File: src/pptu_pkg.sv
// Shared constants, types and codes for the pulse period timemark unit.
package pptu_pkg;

    // channel count and widths of the fields
    localparam int CHANNELS   = 4;
    localparam int TM_AW      = (CHANNELS > 1) ? $clog2(CHANNELS) : 1;
    localparam int CH_W       = 2;
    localparam int CNT_W      = 32;
    localparam int NAVG_W     = 11;
    localparam int CLK_W      = 32;
    localparam int QUO_W      = 64;
    localparam int TM_W       = 64;
    localparam int MODE_W     = 2;
    localparam int CFG_IDX_W  = 2;
    localparam int CFG_W      = 32;

    // serial multiplier and divider sizing
    localparam int MUL_W      = CLK_W + NAVG_W;
    localparam int MUL_CW     = $clog2(NAVG_W + 1);
    localparam int DVS_W      = 32;
    localparam int DIV_STEPS  = QUO_W;
    localparam int DIV_CW     = $clog2(DIV_STEPS);

    // output mode codes
    localparam logic [MODE_W-1:0] MODE_COUNT    = 2'd0;
    localparam logic [MODE_W-1:0] MODE_FREQ     = 2'd1;
    localparam logic [MODE_W-1:0] MODE_TIMEMARK = 2'd2;

    // configuration register indexes
    localparam logic [CFG_IDX_W-1:0] REG_OUTPUT_MODE      = 2'd0;
    localparam logic [CFG_IDX_W-1:0] REG_PERIODS_AVERAGED = 2'd1;
    localparam logic [CFG_IDX_W-1:0] REG_CLOCK_HZ         = 2'd2;

    // register reset values
    localparam logic [MODE_W-1:0] MODE_RESET    = MODE_COUNT;
    localparam logic [NAVG_W-1:0] NAVG_RESET    = 11'd1;
    localparam logic [CLK_W-1:0]  CLK_HZ_RESET  = 32'd125000000;

    // sequencer states
    typedef enum logic [2:0] {
        ST_IDLE,
        ST_CALIB,
        ST_MUL,
        ST_RD_CH,
        ST_RD_FS,
        ST_DIV,
        ST_FIN
    } pptu_state_t;

    // divider request and response
    typedef struct packed {
        logic             start;
        logic [QUO_W-1:0] dividend;
        logic [DVS_W-1:0] divisor;
    } pptu_div_req_t;

    typedef struct packed {
        logic             done;
        logic [QUO_W-1:0] quotient;
        logic [DVS_W-1:0] remainder;
    } pptu_div_rsp_t;

endpackage

File: src/pptu_ram.sv
// Generic single-write, single-read RAM with registered read data.
module pptu_ram #(
    parameter int WIDTH = 64,
    parameter int DEPTH = 4
) (
    input  logic                                         clk,
    input  logic                                         we,
    input  logic [((DEPTH > 1) ? $clog2(DEPTH) : 1)-1:0] waddr,
    input  logic [WIDTH-1:0]                             wdata,
    input  logic [((DEPTH > 1) ? $clog2(DEPTH) : 1)-1:0] raddr,
    output logic [WIDTH-1:0]                             rdata
);

    logic [WIDTH-1:0] mem_reg [DEPTH];
    logic [WIDTH-1:0] rdata_reg;

    // write port and registered read port
    always_ff @(posedge clk)
    begin
        if (we)
        begin
            mem_reg[waddr] <= wdata;
        end
        rdata_reg <= mem_reg[raddr];
    end

    assign rdata = rdata_reg;

endmodule

File: src/pptu_div.sv
// Radix-2 restoring divider, 64-bit dividend by 32-bit divisor, one bit per cycle.
module pptu_div
    import pptu_pkg::*;
(
    input  logic          clk,
    input  logic          rst_n,
    input  pptu_div_req_t req,
    output pptu_div_rsp_t rsp
);

    logic              busy_reg;
    logic              done_reg;
    logic [DIV_CW-1:0] cnt_reg;
    logic [QUO_W-1:0]  dq_reg;
    logic [DVS_W-1:0]  r_reg;
    logic [DVS_W-1:0]  d_reg;

    logic [DVS_W:0]    shifted;
    logic [DVS_W:0]    diff;
    logic              fits;

    // trial subtract of the divisor from the shifted partial remainder
    assign shifted = {r_reg, dq_reg[QUO_W-1]};
    assign diff    = shifted - {1'b0, d_reg};
    assign fits    = (shifted >= {1'b0, d_reg});

    // control: start, step count, done pulse
    always_ff @(posedge clk or negedge rst_n)
    begin
        if (!rst_n)
        begin
            busy_reg <= 1'b0;
            done_reg <= 1'b0;
            cnt_reg  <= '0;
        end
        else
        begin
            done_reg <= 1'b0;
            if (req.start)
            begin
                busy_reg <= 1'b1;
                cnt_reg  <= '0;
            end
            else if (busy_reg)
            begin
                cnt_reg <= cnt_reg + 1'b1;
                if (cnt_reg == DIV_CW'(DIV_STEPS - 1))
                begin
                    busy_reg <= 1'b0;
                    done_reg <= 1'b1;
                end
            end
        end
    end

    // datapath: shift the dividend out and the quotient bits in
    always_ff @(posedge clk)
    begin
        if (req.start)
        begin
            dq_reg <= req.dividend;
            r_reg  <= '0;
            d_reg  <= req.divisor;
        end
        else if (busy_reg)
        begin
            dq_reg <= {dq_reg[QUO_W-2:0], fits};
            r_reg  <= fits ? diff[DVS_W-1:0] : shifted[DVS_W-1:0];
        end
    end

    assign rsp.done      = done_reg;
    assign rsp.quotient  = dq_reg;
    assign rsp.remainder = r_reg;

endmodule

File: src/pulse_period_timemark_unit_core.sv
// Top level: calibration, mode sequencing, timemark store and result register.
//
//  channel  | direction | handshake            | payload
//  ---------+-----------+----------------------+------------------------------------------
//  in       | request   | in_valid / in_stall  | channel, raw_capture
//  out      | result    | out_valid / out_stall| channel_out, corrected_count, quotient,
//           |           |                      | remainder, divide_error
//  cfg      | write     | cfg_we               | cfg_index, cfg_wdata
//
// One request is worked on at a time. Count mode loads the result after calibration;
// timemark and frequency modes use the 64-step serial divider unless the divisor is zero,
// and frequency mode first runs the serial clock_hz * N multiplier (11 shift-add steps).
// The next request is taken in the cycle after the result loads, even if it still waits.
// Reset clears the timemark store through per-channel valid bits; no clearing pass.
// A stalled result holds; the sequencer waits at the end until the output register frees.
module pulse_period_timemark_unit_core
    import pptu_pkg::*;
(
    input  logic                 clk,
    input  logic                 rst_n,
    // request channel
    input  logic                 in_valid,
    output logic                 in_stall,
    input  logic [CH_W-1:0]      channel,
    input  logic [CNT_W-1:0]     raw_capture,
    // result channel
    output logic                 out_valid,
    input  logic                 out_stall,
    output logic [CH_W-1:0]      channel_out,
    output logic [CNT_W-1:0]     corrected_count,
    output logic [QUO_W-1:0]     quotient,
    output logic [DVS_W-1:0]     remainder,
    output logic                 divide_error,
    // configuration
    input  logic                 cfg_we,
    input  logic [CFG_IDX_W-1:0] cfg_index,
    input  logic [CFG_W-1:0]     cfg_wdata
);

    // control state
    pptu_state_t          state_reg, state_next;
    logic [MODE_W-1:0]    mode_reg;
    logic [NAVG_W-1:0]    navg_reg;
    logic [CLK_W-1:0]     clk_hz_reg;
    logic                 fs_valid_reg, fs_valid_next;
    logic [CH_W-1:0]      fs_ch_reg, fs_ch_next;
    logic [CHANNELS-1:0]  tm_valid_reg, tm_valid_next;
    logic [MUL_CW-1:0]    mul_cnt_reg, mul_cnt_next;
    logic                 out_valid_reg, out_valid_next;

    // payload
    logic [CH_W-1:0]      ch_reg, ch_next;
    logic [CNT_W-1:0]     raw_reg, raw_next;
    logic [CNT_W-1:0]     cor_reg, cor_next;
    logic [TM_W-1:0]      base_reg, base_next;
    logic                 load_fs_reg, load_fs_next;
    logic [NAVG_W-1:0]    n_sh_reg, n_sh_next;
    logic [MUL_W-1:0]     mul_acc_reg, mul_acc_next;
    logic [QUO_W-1:0]     quo_reg, quo_next;
    logic [DVS_W-1:0]     rem_reg, rem_next;
    logic                 err_reg, err_next;
    logic [CH_W-1:0]      out_ch_reg, out_ch_next;
    logic [CNT_W-1:0]     out_cor_reg, out_cor_next;
    logic [QUO_W-1:0]     out_quo_reg, out_quo_next;
    logic [DVS_W-1:0]     out_rem_reg, out_rem_next;
    logic                 out_err_reg, out_err_next;

    // datapath helpers
    logic [CNT_W-1:0]     inv;
    logic [12:0]          avg_term;
    logic [CNT_W-1:0]     cal_count;
    logic [TM_AW-1:0]     ch_addr;
    logic [TM_AW-1:0]     fs_addr;
    logic                 ch_in_range;
    logic                 fs_in_range;
    logic                 ram_we;
    logic [TM_AW-1:0]     ram_raddr;
    logic [TM_W-1:0]      ram_rdata;
    logic [TM_W-1:0]      tm_ch_val;
    logic [TM_W-1:0]      tm_fs_val;
    logic [TM_W-1:0]      tm_sum;
    pptu_div_req_t        div_req;
    pptu_div_rsp_t        div_rsp;

    // timemark store
    pptu_ram #(
        .WIDTH (TM_W),
        .DEPTH (CHANNELS)
    ) u_tm_ram (
        .clk   (clk),
        .we    (ram_we),
        .waddr (ch_addr),
        .wdata (tm_sum),
        .raddr (ram_raddr),
        .rdata (ram_rdata)
    );

    // shared serial divider
    pptu_div u_div (
        .clk   (clk),
        .rst_n (rst_n),
        .req   (div_req),
        .rsp   (div_rsp)
    );

    // invert and calibrate: 2x+4 for one period, else 2x+3N+3
    assign inv       = ~raw_reg;
    assign avg_term  = (navg_reg == NAVG_W'(1)) ? 13'd4
                     : 13'(navg_reg) + 13'({navg_reg, 1'b0}) + 13'd3;
    assign cal_count = {inv[CNT_W-2:0], 1'b0} + CNT_W'(avg_term);

    // store addressing and the first-seen channel
    assign ch_addr     = TM_AW'(ch_reg);
    assign fs_addr     = TM_AW'(fs_ch_reg);
    assign ch_in_range = (32'(ch_reg) < CHANNELS);
    assign fs_in_range = (32'(fs_ch_reg) < CHANNELS);
    assign tm_ch_val   = tm_valid_reg[ch_addr] ? ram_rdata : '0;
    assign tm_fs_val   = tm_valid_reg[fs_addr] ? ram_rdata : '0;
    assign tm_sum      = (load_fs_reg ? tm_fs_val : base_reg) + TM_W'(cor_reg);

    // sequencer: next state and datapath updates
    always_comb
    begin
        state_next     = state_reg;
        fs_valid_next  = fs_valid_reg;
        fs_ch_next     = fs_ch_reg;
        tm_valid_next  = tm_valid_reg;
        mul_cnt_next   = mul_cnt_reg;
        out_valid_next = out_valid_reg;
        ch_next        = ch_reg;
        raw_next       = raw_reg;
        cor_next       = cor_reg;
        base_next      = base_reg;
        load_fs_next   = load_fs_reg;
        n_sh_next      = n_sh_reg;
        mul_acc_next   = mul_acc_reg;
        quo_next       = quo_reg;
        rem_next       = rem_reg;
        err_next       = err_reg;
        out_ch_next    = out_ch_reg;
        out_cor_next   = out_cor_reg;
        out_quo_next   = out_quo_reg;
        out_rem_next   = out_rem_reg;
        out_err_next   = out_err_reg;
        in_stall       = 1'b1;
        ram_we         = 1'b0;
        ram_raddr      = ch_addr;
        div_req        = '0;

        // drop a result once it is taken
        if (out_valid_reg && !out_stall)
        begin
            out_valid_next = 1'b0;
        end

        unique case (state_reg)
            ST_IDLE:
            begin
                in_stall = 1'b0;
                if (in_valid)
                begin
                    ch_next    = channel;
                    raw_next   = raw_capture;
                    state_next = ST_CALIB;
                end
            end

            ST_CALIB:
            begin
                cor_next     = cal_count;
                quo_next     = '0;
                rem_next     = '0;
                err_next     = 1'b0;
                n_sh_next    = navg_reg;
                mul_cnt_next = '0;
                mul_acc_next = '0;
                ram_raddr    = ch_addr;
                if (mode_reg == MODE_FREQ)
                begin
                    state_next = ST_MUL;
                end
                else if (mode_reg == MODE_TIMEMARK && ch_in_range)
                begin
                    if (!fs_valid_reg)
                    begin
                        fs_valid_next = 1'b1;
                        fs_ch_next    = ch_reg;
                    end
                    state_next = ST_RD_CH;
                end
                else
                begin
                    state_next = ST_FIN;
                end
            end

            ST_MUL:
            begin
                if (mul_cnt_reg == MUL_CW'(NAVG_W))
                begin
                    if (cor_reg == '0)
                    begin
                        quo_next   = '1;
                        err_next   = 1'b1;
                        state_next = ST_FIN;
                    end
                    else
                    begin
                        div_req.start    = 1'b1;
                        div_req.dividend = QUO_W'(mul_acc_reg);
                        div_req.divisor  = cor_reg;
                        state_next       = ST_DIV;
                    end
                end
                else
                begin
                    // shift-add one bit of N, most significant first
                    mul_acc_next = {mul_acc_reg[MUL_W-2:0], 1'b0}
                                 + (n_sh_reg[NAVG_W-1] ? MUL_W'(clk_hz_reg) : '0);
                    n_sh_next    = {n_sh_reg[NAVG_W-2:0], 1'b0};
                    mul_cnt_next = mul_cnt_reg + 1'b1;
                end
            end

            ST_RD_CH:
            begin
                // an empty accumulator inherits the first channel's timemark
                base_next    = tm_ch_val;
                load_fs_next = (tm_ch_val == '0) && (fs_ch_reg != ch_reg) && fs_in_range;
                ram_raddr    = fs_addr;
                state_next   = ST_RD_FS;
            end

            ST_RD_FS:
            begin
                ram_we                 = 1'b1;
                tm_valid_next[ch_addr] = 1'b1;
                if (clk_hz_reg == '0)
                begin
                    quo_next   = '1;
                    err_next   = 1'b1;
                    state_next = ST_FIN;
                end
                else
                begin
                    div_req.start    = 1'b1;
                    div_req.dividend = tm_sum;
                    div_req.divisor  = clk_hz_reg;
                    state_next       = ST_DIV;
                end
            end

            ST_DIV:
            begin
                if (div_rsp.done)
                begin
                    quo_next   = div_rsp.quotient;
                    rem_next   = div_rsp.remainder;
                    state_next = ST_FIN;
                end
            end

            ST_FIN:
            begin
                if (!out_valid_reg || !out_stall)
                begin
                    out_valid_next = 1'b1;
                    out_ch_next    = ch_reg;
                    out_cor_next   = cor_reg;
                    out_quo_next   = quo_reg;
                    out_rem_next   = rem_reg;
                    out_err_next   = err_reg;
                    state_next     = ST_IDLE;
                end
            end

            default:
            begin
                state_next = ST_IDLE;
            end
        endcase
    end

    // control registers
    always_ff @(posedge clk or negedge rst_n)
    begin
        if (!rst_n)
        begin
            state_reg     <= ST_IDLE;
            fs_valid_reg  <= 1'b0;
            fs_ch_reg     <= '0;
            tm_valid_reg  <= '0;
            mul_cnt_reg   <= '0;
            out_valid_reg <= 1'b0;
        end
        else
        begin
            state_reg     <= state_next;
            fs_valid_reg  <= fs_valid_next;
            fs_ch_reg     <= fs_ch_next;
            tm_valid_reg  <= tm_valid_next;
            mul_cnt_reg   <= mul_cnt_next;
            out_valid_reg <= out_valid_next;
        end
    end

    // configuration registers
    always_ff @(posedge clk or negedge rst_n)
    begin
        if (!rst_n)
        begin
            mode_reg   <= MODE_RESET;
            navg_reg   <= NAVG_RESET;
            clk_hz_reg <= CLK_HZ_RESET;
        end
        else if (cfg_we)
        begin
            unique case (cfg_index)
                REG_OUTPUT_MODE:      mode_reg   <= cfg_wdata[MODE_W-1:0];
                REG_PERIODS_AVERAGED: navg_reg   <= cfg_wdata[NAVG_W-1:0];
                REG_CLOCK_HZ:         clk_hz_reg <= cfg_wdata[CLK_W-1:0];
                default:
                begin
                    mode_reg <= mode_reg;
                end
            endcase
        end
    end

    // payload registers
    always_ff @(posedge clk)
    begin
        ch_reg      <= ch_next;
        raw_reg     <= raw_next;
        cor_reg     <= cor_next;
        base_reg    <= base_next;
        load_fs_reg <= load_fs_next;
        n_sh_reg    <= n_sh_next;
        mul_acc_reg <= mul_acc_next;
        quo_reg     <= quo_next;
        rem_reg     <= rem_next;
        err_reg     <= err_next;
        out_ch_reg  <= out_ch_next;
        out_cor_reg <= out_cor_next;
        out_quo_reg <= out_quo_next;
        out_rem_reg <= out_rem_next;
        out_err_reg <= out_err_next;
    end

    assign out_valid       = out_valid_reg;
    assign channel_out     = out_ch_reg;
    assign corrected_count = out_cor_reg;
    assign quotient        = out_quo_reg;
    assign remainder       = out_rem_reg;
    assign divide_error    = out_err_reg;

endmodule
File: config.mk
export PLATFORM = sky130hd
export DESIGN_NAME = pulse_period_timemark_unit_core
export DESIGN_NICKNAME = d
export VERILOG_FILES = /design/src/pptu_pkg.sv /design/src/pptu_ram.sv /design/src/pptu_div.sv /design/src/pulse_period_timemark_unit_core.sv
export SDC_FILE = /design/constraint.sdc
export NUM_CORES = 1
export LEC_CHECK = 0
export BUFFER_PORTS_ARGS = -buffer_cell sky130_fd_sc_hd__buf_4
export CAP_MARGIN = 20
export CORE_MARGIN = 2
export CORE_UTILIZATION = 55
export CTS_BUF_LIST = sky130_fd_sc_hd__clkbuf_2
export DETAILED_ROUTE_END_ITERATION = 10
export MAX_ROUTING_LAYER = met4
export PLACE_DENSITY = 0.76
export SETUP_SLACK_MARGIN = 0.1
export SLEW_MARGIN = 40
export SYNTH_ARGS = -nofsm -noshare
export SYNTH_HDL_FRONTEND = slang
export SYNTH_SLANG_ARGS = --single-unit
export TNS_END_PERCENT = 10
File: constraint.sdc
create_clock -name clk -period 12.35 [get_ports clk]
set_clock_uncertainty 0.2 [all_clocks]
set_input_delay 1.8525 -clock clk [delete_from_list [all_inputs] [get_ports clk]]
set_output_delay 1.8525 -clock clk [all_outputs]
set_load 0.01 [all_outputs]
Yosys cells after proc, flatten, opt, wreduce, memory -nomap -nowiden
Memory sizes are Yosys's and may differ from the RTL's. A register that Yosys moved wholly into a read port is not among the register bits.
Index checks and enable logic that the tools add are counted.
Operators by class
  magnitude comparators: 4
  eq/ne operators: 21
  multiplexer cells: 60
  shift operators: 0
  add/subtract/negate cells: 8
  reduce and logical (&&, ||, !) cells: 28
  bitwise logic cells: 4
  $mul: 0
  div/mod/pow operators: 0
Operator list (number)
  two-way mux 64 bit: 9
  two-way mux 97 bit: 3
  one-hot mux 64 bit (4 select lines): 1
  one-hot mux 97 bit (2 select lines): 1
  two-way mux 32 bit: 3
  one-hot mux 43 bit (2 select lines): 1
  adder 64 x 32 -> 64 bit: 1
  zero test 32 bit: 2
  zero test 64 bit: 1
  one-hot mux 32 bit (2 select lines): 1
  adder 43 x 32 -> 43 bit: 1
  two-way mux 43 bit: 1
  >= comparator 33 x 32 -> 1 bit: 1
  adder 32 x 13 -> 32 bit: 1
  subtractor 32 bit: 1
  NOT 31 bit: 1
  one-hot mux 11 bit (2 select lines): 1
  one-hot mux 3 bit (7 select lines): 1
  two-way mux 1 bit: 19
  two-way mux 3 bit: 6
  AND reduction 2 bit: 7
  adder 11 x 12 -> 13 bit: 1
  adder 13 x 2 -> 13 bit, second input constant: 1
  two-way mux 13 bit: 1
  other kinds (36): 59
Storage, ports and cells
  bits in latches: 0
  memory bits (writable): 256
  output and inout bits: 133
  bits in read-only memories: 0
  bits in registers: 608
  memories: 1
  word-level logic and storage cells: 156
Memory list
  u_tm_ram.mem_reg: words 4, bits a word 64, read ports 1, clocked after memory_dff 1, wr ports 1, RTL line pptu_ram.sv:14  | logic [WIDTH-1:0] mem_reg [DEPTH];

Longest topological paths before layout
Gate-level depths: netlist (run 1).
  word-level depth: 8
  gate-level depth with buffers: 23
  depth with buffers taken out: 22

By module
A second synthesis (run 1) with hierarchy kept.
Unflattened totals
  cells, all modules: 3308
  area total of the unflattened synthesis: 43421.6 µm²
Modules (own cells, without submodules)
  pulse_period_timemark_unit_core: times used 1, area each 25443.2 µm², cells an instance 2245
  pptu_ram: times used 1, area each 10622.7 µm², cells an instance 402
  pptu_div: times used 1, area each 7355.8 µm², cells an instance 661

Worst setup path before layout (run 1)
No wires, ideal clock.
  path kind: input to register
  start: input port out_stall
  end: register out_ch_reg[0] (netlist: channel_out[0]), enable pin
  data arrival time: 11.321 ns
  buffers on the path: 0
  required time: 11.341 ns
  setup slack: 0.020 ns
  stages: 2
  cell sequence: nand2_1 nor3b_1
On the way
  word-level cells in the longest chain between the ends: 3
RTL lines
  start, declared: RTL line pulse_period_timemark_unit_core.sv:28  | input logic out_stall,
  zero test 1 bit: RTL line pulse_period_timemark_unit_core.sv:265  | if (!out_valid_reg || !out_stall)
  logical OR 1 bit: RTL line pulse_period_timemark_unit_core.sv:265
  AND reduction 2 bit (no source line)
  end signal, assigned: RTL line pulse_period_timemark_unit_core.sv:343  | out_ch_reg <= out_ch_next;
  end, declared: RTL line pulse_period_timemark_unit_core.sv:62  | logic [CH_W-1:0] out_ch_reg, out_ch_next;
Every way passes these cells.
A chain may end at the register's enable or synchronous reset.

Worst setup path in the final report (run 1)
  start: register fs_ch_reg[0] (netlist: fs_addr[0])
  end: register u_div.dq_reg[48] (data pin)
On the way
  word-level cells in the longest chain between the ends: 8
RTL lines
  start, declared: RTL line pulse_period_timemark_unit_core.sv:46  | logic [CH_W-1:0] fs_ch_reg, fs_ch_next;
  start signal, assigned: RTL line pulse_period_timemark_unit_core.sv:300  | fs_ch_reg <= fs_ch_next;
  binary-select mux 1 bit (select 2 bit): RTL line pulse_period_timemark_unit_core.sv:118  | assign tm_fs_val = tm_valid_reg[fs_addr] ? ram_rdata : '0;
  two-way mux 1 bit (implied by the code): RTL line pulse_period_timemark_unit_core.sv:118
  two-way mux 64 bit: RTL line pulse_period_timemark_unit_core.sv:118
  two-way mux 64 bit: RTL line pulse_period_timemark_unit_core.sv:119  | assign tm_sum = (load_fs_reg ? tm_fs_val : base_reg) + TM_W'(cor_reg);
  adder 64 x 32 -> 64 bit: RTL line pulse_period_timemark_unit_core.sv:119
  via tm_sum[48]: RTL line pulse_period_timemark_unit_core.sv:81  | logic [TM_W-1:0] tm_sum;
  two-way mux 97 bit: RTL line pulse_period_timemark_unit_core.sv:238  | if (clk_hz_reg == '0)
  one-hot mux 97 bit (2 select lines): RTL line pulse_period_timemark_unit_core.sv:156  | unique case (state_reg)
  two-way mux 64 bit: RTL line pptu_div.sv:59  | if (req.start)
  end signal, assigned: RTL line pptu_div.sv:61  | dq_reg <= req.dividend;
  end signal, assigned: RTL line pptu_div.sv:67  | dq_reg <= {dq_reg[QUO_W-2:0], fits};
  end, declared: RTL line pptu_div.sv:14  | logic [QUO_W-1:0] dq_reg;
The timed path passes the listed nets, and every way through them passes these cells. The select of a mux whose other input is x is not followed.

==> impl_metrics.json, run 1 <==
{
  "worst-path-max-fanout": 33,
  "setup.worst_path.class": "reg -> reg",
  "cp-start-kind": "flip-flop",
  "drive_above_1_share_pct": 18.43,
  "dieHeight_um": 281.1,
  "finalSetupViolCount": 0,
  "fp-row-count": 101,
  "dpl.hpwl_um": 67030,
  "startpoint": "fs_addr[0]",
  "drt_iter0_drc": 2896,
  "area_delta_synth_final_pct": 11.67,
  "setup_slack_ps": 6640,
  "via_count": 28566,
  "worst_setup_path_end_kind": "flip-flop",
  "clock_tree.htree_level_count": 4,
  "hold_class": "reg -> reg",
  "cts_root_buf": "clkbuf_2",
  "clock.fmax_mhz": 175.1,
  "hold_violations": 0,
  "track_usage_pct": 26.72,
  "place.gp.congestion": 0.9372,
  "yosysUniqueCellTypes": 80,
  "p_per_area_mw_per_mm2": 270.3,
  "clock-sinks": 928,
  "drv_cap": 0,
  "slew_headroom_pct": 40.23,
  "synth_flop_cell": "edfxtp_1",
  "syn-cell-area_mm2": 0.04224,
  "die_area_mm2": 0.07903,
  "io_buffers": 204,
  "cts_resized": 0,
  "avgSynthCellArea_um2": 12.29,
  "ios": 206,
  "coreArea_mm2": 0.07595,
  "overflow": 0,
  "cts_buffers": 222,
  "min_period_ps": 5710,
  "clk_pin_slew_ps": 120,
  "grt_max_degree": 132,
  "worst_pin_slew_ps": 896.6,
  "ys_warn_count": 0,
  "pre_cts_ws_ps": 6761,
  "tritoncts": "done",
  "synth_fp_nets": 3652,
  "drv_slew": 0,
  "arrival_ps": 6740,
  "drt-total-wl_um": 102200,
  "grt_pass1_vias": 27461,
  "rsz0062_at_grt": "no",
  "start_util_pct": 55.61,
  "via_per_inst": 5.765,
  "clk_latency_ps": 1460,
  "tns_ps": 0,
  "nNetsFinal": 3944,
  "crit_required_ps": 13380,
  "postSynthCellCount": 3437,
  "clock_path_buffers": 3,
  "antenna_found_initial": 3,
  "wl_per_cell_um": 20.62,
  "post_cts_buffers": 0,
  "fin_crit_sh_pct": 46.23,
  "ys_ff_latch": 928,
  "outcome": "completed",
  "synthArstFlopShare_pct": 7.328,
  "seq_area_frac_synth_pct": 62.94,
  "drt_pass1_iterations": 8,
  "synth_edf_count": 764,
  "r2r-start": "fs_addr[0]",
  "hold_buffers": 0,
  "hold_start": "quo_reg[28]",
  "drc": 0,
  "largest_reg_flops": 256,
  "die_x_um": 281.1,
  "ant_nets": 0,
  "ir_drop_uv": 151.0,
  "power.leakage_nw": 18.79,
  "grt_pass1_wl_um": 155600
}
[cells in the final DEF, fill, tap and decap left out, types with 21 or more instances in the layout]
cell,netlist,final
a21o_1,127,127
a31oi_1,102,102
nor2_1,182,175
clkinv_1,0,53
nand4_1,30,30
nand2b_1,21,21
a22oi_1,32,32
o21a_1,21,21
nor4_1,42,42
inv_1,134,132
and2_1,167,166
nor3_1,33,31
a22o_1,61,61
mux2_2,49,48
nor2b_1,48,48
clkbuf_2,0,344
a211oi_1,87,87
dfxtp_1,96,96
and3_1,51,50
o21ai_0,133,133
a21oi_1,157,156
xnor2_1,96,96
ha_1,138,138
buf_4,0,228
nand3_1,68,68
nand2_1,315,313
xor2_1,75,75
edfxtp_1,764,764
dfrtp_1,54,53
[logic make-up after synthesis]
group	after synthesis	share of synthesized area, %
and+or+nand+nor	1015	12.02
DFF	928	62.94
xor gates and xnor gates	172	3.584
buffers and inverters	310	2.799
adders and majority gates	142	4.278
AOI/OAI and AO/OA	806	12.66
muxes	64	1.721
[synthesized netlist by cell type (all sizes together), types with 87 or more instances]
| cell | number | area, um^2 |
|---|---|---|
| a21o | 127 | 953.4 |
| nand2 | 315 | 1182 |
| dfxtp | 96 | 1922 |
| edfxtp | 764 | 22940 |
| clkbuf | 156 | 585.6 |
| a21oi | 158 | 802.0 |
| a211oi | 87 | 653.1 |
| nor2 | 182 | 683.2 |
| and2 | 172 | 1079 |
| ha | 138 | 1727 |
| o21ai | 137 | 685.7 |
| xnor2 | 97 | 857.1 |
| a31oi | 102 | 638.1 |
| inv | 134 | 503.0 |
[where the power goes]
group	switching [W]	leakage, nW	internal, W
clock network	0.00122	1.67	0.000897
logic	0.00325	8.33	0.00190
registers	0.000548	8.79	0.00493
total	0.00502	18.8	0.00773
[per-layer routing]
layer	vias up	track usage [%]	share of wire [%]	wire length (um)
met5	-	-	0	0
met4	0	9.667	2.6	2690
met3	181	6.193	8.5	8658
met2	1174	40.44	46	46920
met1	13761	35.44	43	43890
li1	13450	-	-	-
[worst paths after layout]
path	cells past startpoint	slack (ps)	endpoint
min in group asynchronous	1	240	out_valid
setup / recovery	15	6640	u_div.dq_reg[48]
max in group asynchronous	1	11130	clk_hz_reg[31]
setup reg to reg	15	6640	u_div.dq_reg[48]
hold / removal	0	210	quotient[28]
hold reg to reg	0	210	quotient[28]
[metrics by stage]
step	utilization, %	area (um^2)	hold slack, ps	std cells	power, W
after floorplan	-	42240	200.3	3437	0.008984
after global placement	58.94	44770	201.4	4529	0.01044
after detailed placement	59.11	44890	204.5	4534	0.01059
after CTS	62.05	47120	80.13	4953	0.01275
after global routing	62.10	47170	183.8	4955	0.01357
final	62.10	47170	213.3	4955	0.01275
[critical path, stage by stage (launching register included)]
cell	delay, ps
dfrtp_1	510
mux4_2	920
nand3_1	200
o21ai_0	120
ha_1	250
fa_1	410
a21oi_1	200
o22ai_1	180
a221o_1	350
o21ai_0	340
a21oi_1	190
o211a_1	320
a21boi_2	510
nor4_1	170
xnor2_1	430
a22o_1	210
[layout make-up]
type | count | area (um^2)
Clock buffer | 344 | 1722
Antenna cell | 1 | 2.502
Clock inverter | 75 | 509.2
Timing Repair Buffer | 244 | 1932
Fill cell | 5972 | 28780
Sequential cell | 928 | 26580
Multi-Input combinational cell | 2199 | 14630
Tap cell | 1030 | 1289
Inverter | 134 | 503.0
Note: power is estimated with default switching activity, not from simulation.
==> inputs of run 2 (changes only) <==
--- a/config.mk
+++ b/config.mk
@@ -5,6 +5,7 @@
 export SDC_FILE = /design/constraint.sdc
 export NUM_CORES = 1
 export LEC_CHECK = 0
+export ABC_AREA = 1
 export BUFFER_PORTS_ARGS = -buffer_cell sky130_fd_sc_hd__buf_4
 export CAP_MARGIN = 20
 export CORE_MARGIN = 2
@@ -12,7 +13,7 @@
 export CTS_BUF_LIST = sky130_fd_sc_hd__clkbuf_2
 export DETAILED_ROUTE_END_ITERATION = 10
 export MAX_ROUTING_LAYER = met4
-export PLACE_DENSITY = 0.76
+export PLACE_DENSITY = 0.75
 export SETUP_SLACK_MARGIN = 0.1
 export SLEW_MARGIN = 40
 export SYNTH_ARGS = -nofsm -noshare
==> constraint.sdc (replaced) <==
create_clock -name clk -period 5 [get_ports clk]
set_clock_uncertainty 0.2 [all_clocks]
set_input_delay 0.75 -clock clk [delete_from_list [all_inputs] [get_ports clk]]
set_output_delay 0.75 -clock clk [all_outputs]
set_load 0.01 [all_outputs]
==> impl_metrics.json, run 2 <==
{
  "synth_fp_nets": 4840,
  "synth_flop_cell": "edfxtp_1",
  "setup.worst_path.class": "reg -> reg",
  "cp-start-kind": "flip-flop",
  "busiest_layer": "met2",
  "track_usage_pct": 32.56,
  "coreArea_mm2": 0.08042,
  "seq_area_frac_synth_pct": 59.55,
  "power.leakage_nw": 22.11,
  "hold_buffers": 172,
  "grt_max_degree": 129,
  "dpl.hpwl_um": 91810,
  "cts_buffers": 225,
  "dieHeight_um": 288.9,
  "ir_drop_uv": 191.4,
  "ys_ff_latch": 928,
  "fp-row-count": 104,
  "hold_start": "rem_reg[5]",
  "synth.most_common_cell": "nand2_1",
  "post_cts_buffers": 0,
  "via_count": 35541,
  "overflow": 0,
  "arrival_ps": 5450,
  "hold_violations": 0,
  "outcome": "completed",
  "dpl.cell_count": 5791,
  "use_met1_pct": 44.76,
  "clock-sinks": 928,
  "start_util_pct": 55.51,
  "drv_cap": 0,
  "pre_cts_ws_ps": 688.3,
  "drt-total-wl_um": 131100,
  "via_per_inst": 5.555,
  "cts_root_buf": "clkbuf_2",
  "p_per_area_mw_per_mm2": 292.3,
  "drt_pass1_iterations": 8,
  "use_met3_pct": 6.520,
  "clock.fmax_mhz": 228.8,
  "worst_pin_slew_ps": 960.9,
  "synthArstFlopShare_pct": 7.328,
  "drv_slew": 0,
  "nNetsFinal": 5348,
  "rsz0062_at_grt": "no",
  "area_delta_synth_final_pct": 15.29,
  "startpoint": "navg_reg[2]",
  "r2r-start": "navg_reg[2]",
  "netlist_top_cells_count": "nand2_1 (1336), edfxtp_1 (764), inv_1 (522), nor2_1 (358), a21oi_1 (261)",
  "clk_latency_ps": 1520,
  "ant_nets": 0,
  "synthTopCellsByArea": "edfxtp_1 (51%), nand2_1 (11%), inv_1 (4.4%)",
  "instances_no_fill": 6398,
  "cts_resized": 0,
  "grt_pass1_vias": 33971,
  "largest_reg_flops": 256,
  "worst-path-max-fanout": 7,
  "io_buffers": 204,
  "tritoncts": "done",
  "ios": 206,
  "worst_setup_path_end_kind": "flip-flop",
  "clock_tree.htree_level_count": 4,
  "gr-usage-met2_pct": 48.49,
  "die_area_mm2": 0.08345,
  "drive_above_1_share_pct": 13.86,
  "wl_per_cell_um": 20.49,
  "final_cell_mix": "nand2_1 (1335), edfxtp_1 (764), inv_1 (520), nor2_1 (351), clkbuf_2 (343)",
  "final_common_cell": "nand2_1",
  "min_period_ps": 4370,
  "postSynthCellCount": 4625,
  "synth_area_leader_cell": "edfxtp_1",
  "grt_pass1_wl_um": 196900,
  "finalSetupViolCount": 0,
  "avgSynthCellArea_um2": 9.651,
  "crit_required_ps": 6080,
  "hold_class": "reg -> reg",
  "drc": 0,
  "synth_top_area_share_pct": 51.40,
  "setup_slack_ps": 630.0,
  "fin_crit_sh_pct": 87.40,
  "clk_pin_slew_ps": 160,
  "antenna_found_initial": 4,
  "drt_iter0_drc": 3647,
  "synth_edf_count": 764,
  "yosysUniqueCellTypes": 57,
  "syn-cell-area_mm2": 0.04464,
  "slew_headroom_pct": 35.94,
  "place.gp.congestion": 1.005,
  "ys_warn_count": 0,
  "die_x_um": 288.9,
  "clock_path_buffers": 3
}
run 2: cell types whose count changed in the layout (fill, tap and decap cells not counted), sizes merged, moves of 116 or more:
cell	change
nand2	+1044
inv	+394
nor2	+192
dlygate4sd3	+171
nand3	+163
and2	-150
a21o	-116
run 2: through the flow:
| step | util (%) | setup TNS [ps] | hold WS, ps | power, W | area (um^2) |
|---|---|---|---|---|---|
| floorplan | - | -163730 | 200.3 | 0.009389 | 44650 |
| global placement | 58.88 | 0 | 201.6 | 0.009747 | 47350 |
| detailed placement | 58.97 | 0 | 204.5 | 0.009766 | 47420 |
| CTS | 63.89 | 0 | 35.17 | 0.01509 | 51380 |
| global route | 63.99 | 0 | 155.4 | 0.01570 | 51460 |
| finish | 64.00 | 0 | 199.3 | 0.01504 | 51460 |
run 2: per-layer routing:
| layer | vias up | share of wire, % |
|---|---|---|
| met5 | - | 0 |
| met4 | 0 | 3.1 |
| met3 | 268 | 9.5 |
| met2 | 1733 | 45 |
| met1 | 16769 | 43 |
| li1 | 16771 | - |
run 2: layout make-up:
cell class	count	area, um^2
fillers	6565	28950
diodes	5	12.51
multi-input cells	3020	15520
repair buffers	428	3806
flip-flops and latches	928	26580
well taps	1060	1326
clock buffers	343	1717
inverters	530	1994
clock inverters	84	508.0
run 2: cells by family (layout without fill, tap and decap cells):
logic type	Yosys count	after routing	share of synthesized area [%]
compound gates	645	645	8.485
xor+xnor	92	92	1.805
fa+ha+maj	142	142	4.048
buf+inv	677	1385	5.973
flops	928	928	59.55
mux	13	13	0.3280
other cells	0	5	0
simple gates	2128	2128	19.81
run 2: power by group:
part	total (W)	switching [W]	leakage, nW	internal, W
Sequential	0.00847	0.000109	8.12	0.00836
Clock	0.00525	0.00315	1.66	0.00209
Combinational	0.00133	0.000791	12.3	0.000535
run 2: path summary, 6_finish.rpt:
kind / slack [ps] / cells after the start / to
worst max-delay path: 630 / 21 / cor_reg[29]
worst max register to register: 630 / 21 / cor_reg[29]
max in group asynchronous: 3510 / 5 / clk_hz_reg[20]
min in group asynchronous: 700 / 5 / u_div.cnt_reg[4]
worst min register to register: 200 / 0 / remainder[5]
worst min-delay path: 200 / 0 / remainder[5]
run 2: critical path, cell delays in order (launching register included):
cell      delay [ps]
dfrtp_1          480
inv_1             90
ha_1             300
ha_1             400
a21oi_1          230
nand2_1          120
nand2_1           70
nand2_1           50
a21oi_1          240
o21ai_0          120
nand2_1           60
nand2_1           80
o21ai_0          170
a21oi_1           70
ha_1             350
a21oi_1          100
o21ai_0          190
a21boi_0         160
o31ai_1          210
buf_4            180
nand4_1           90
xor2_1           160
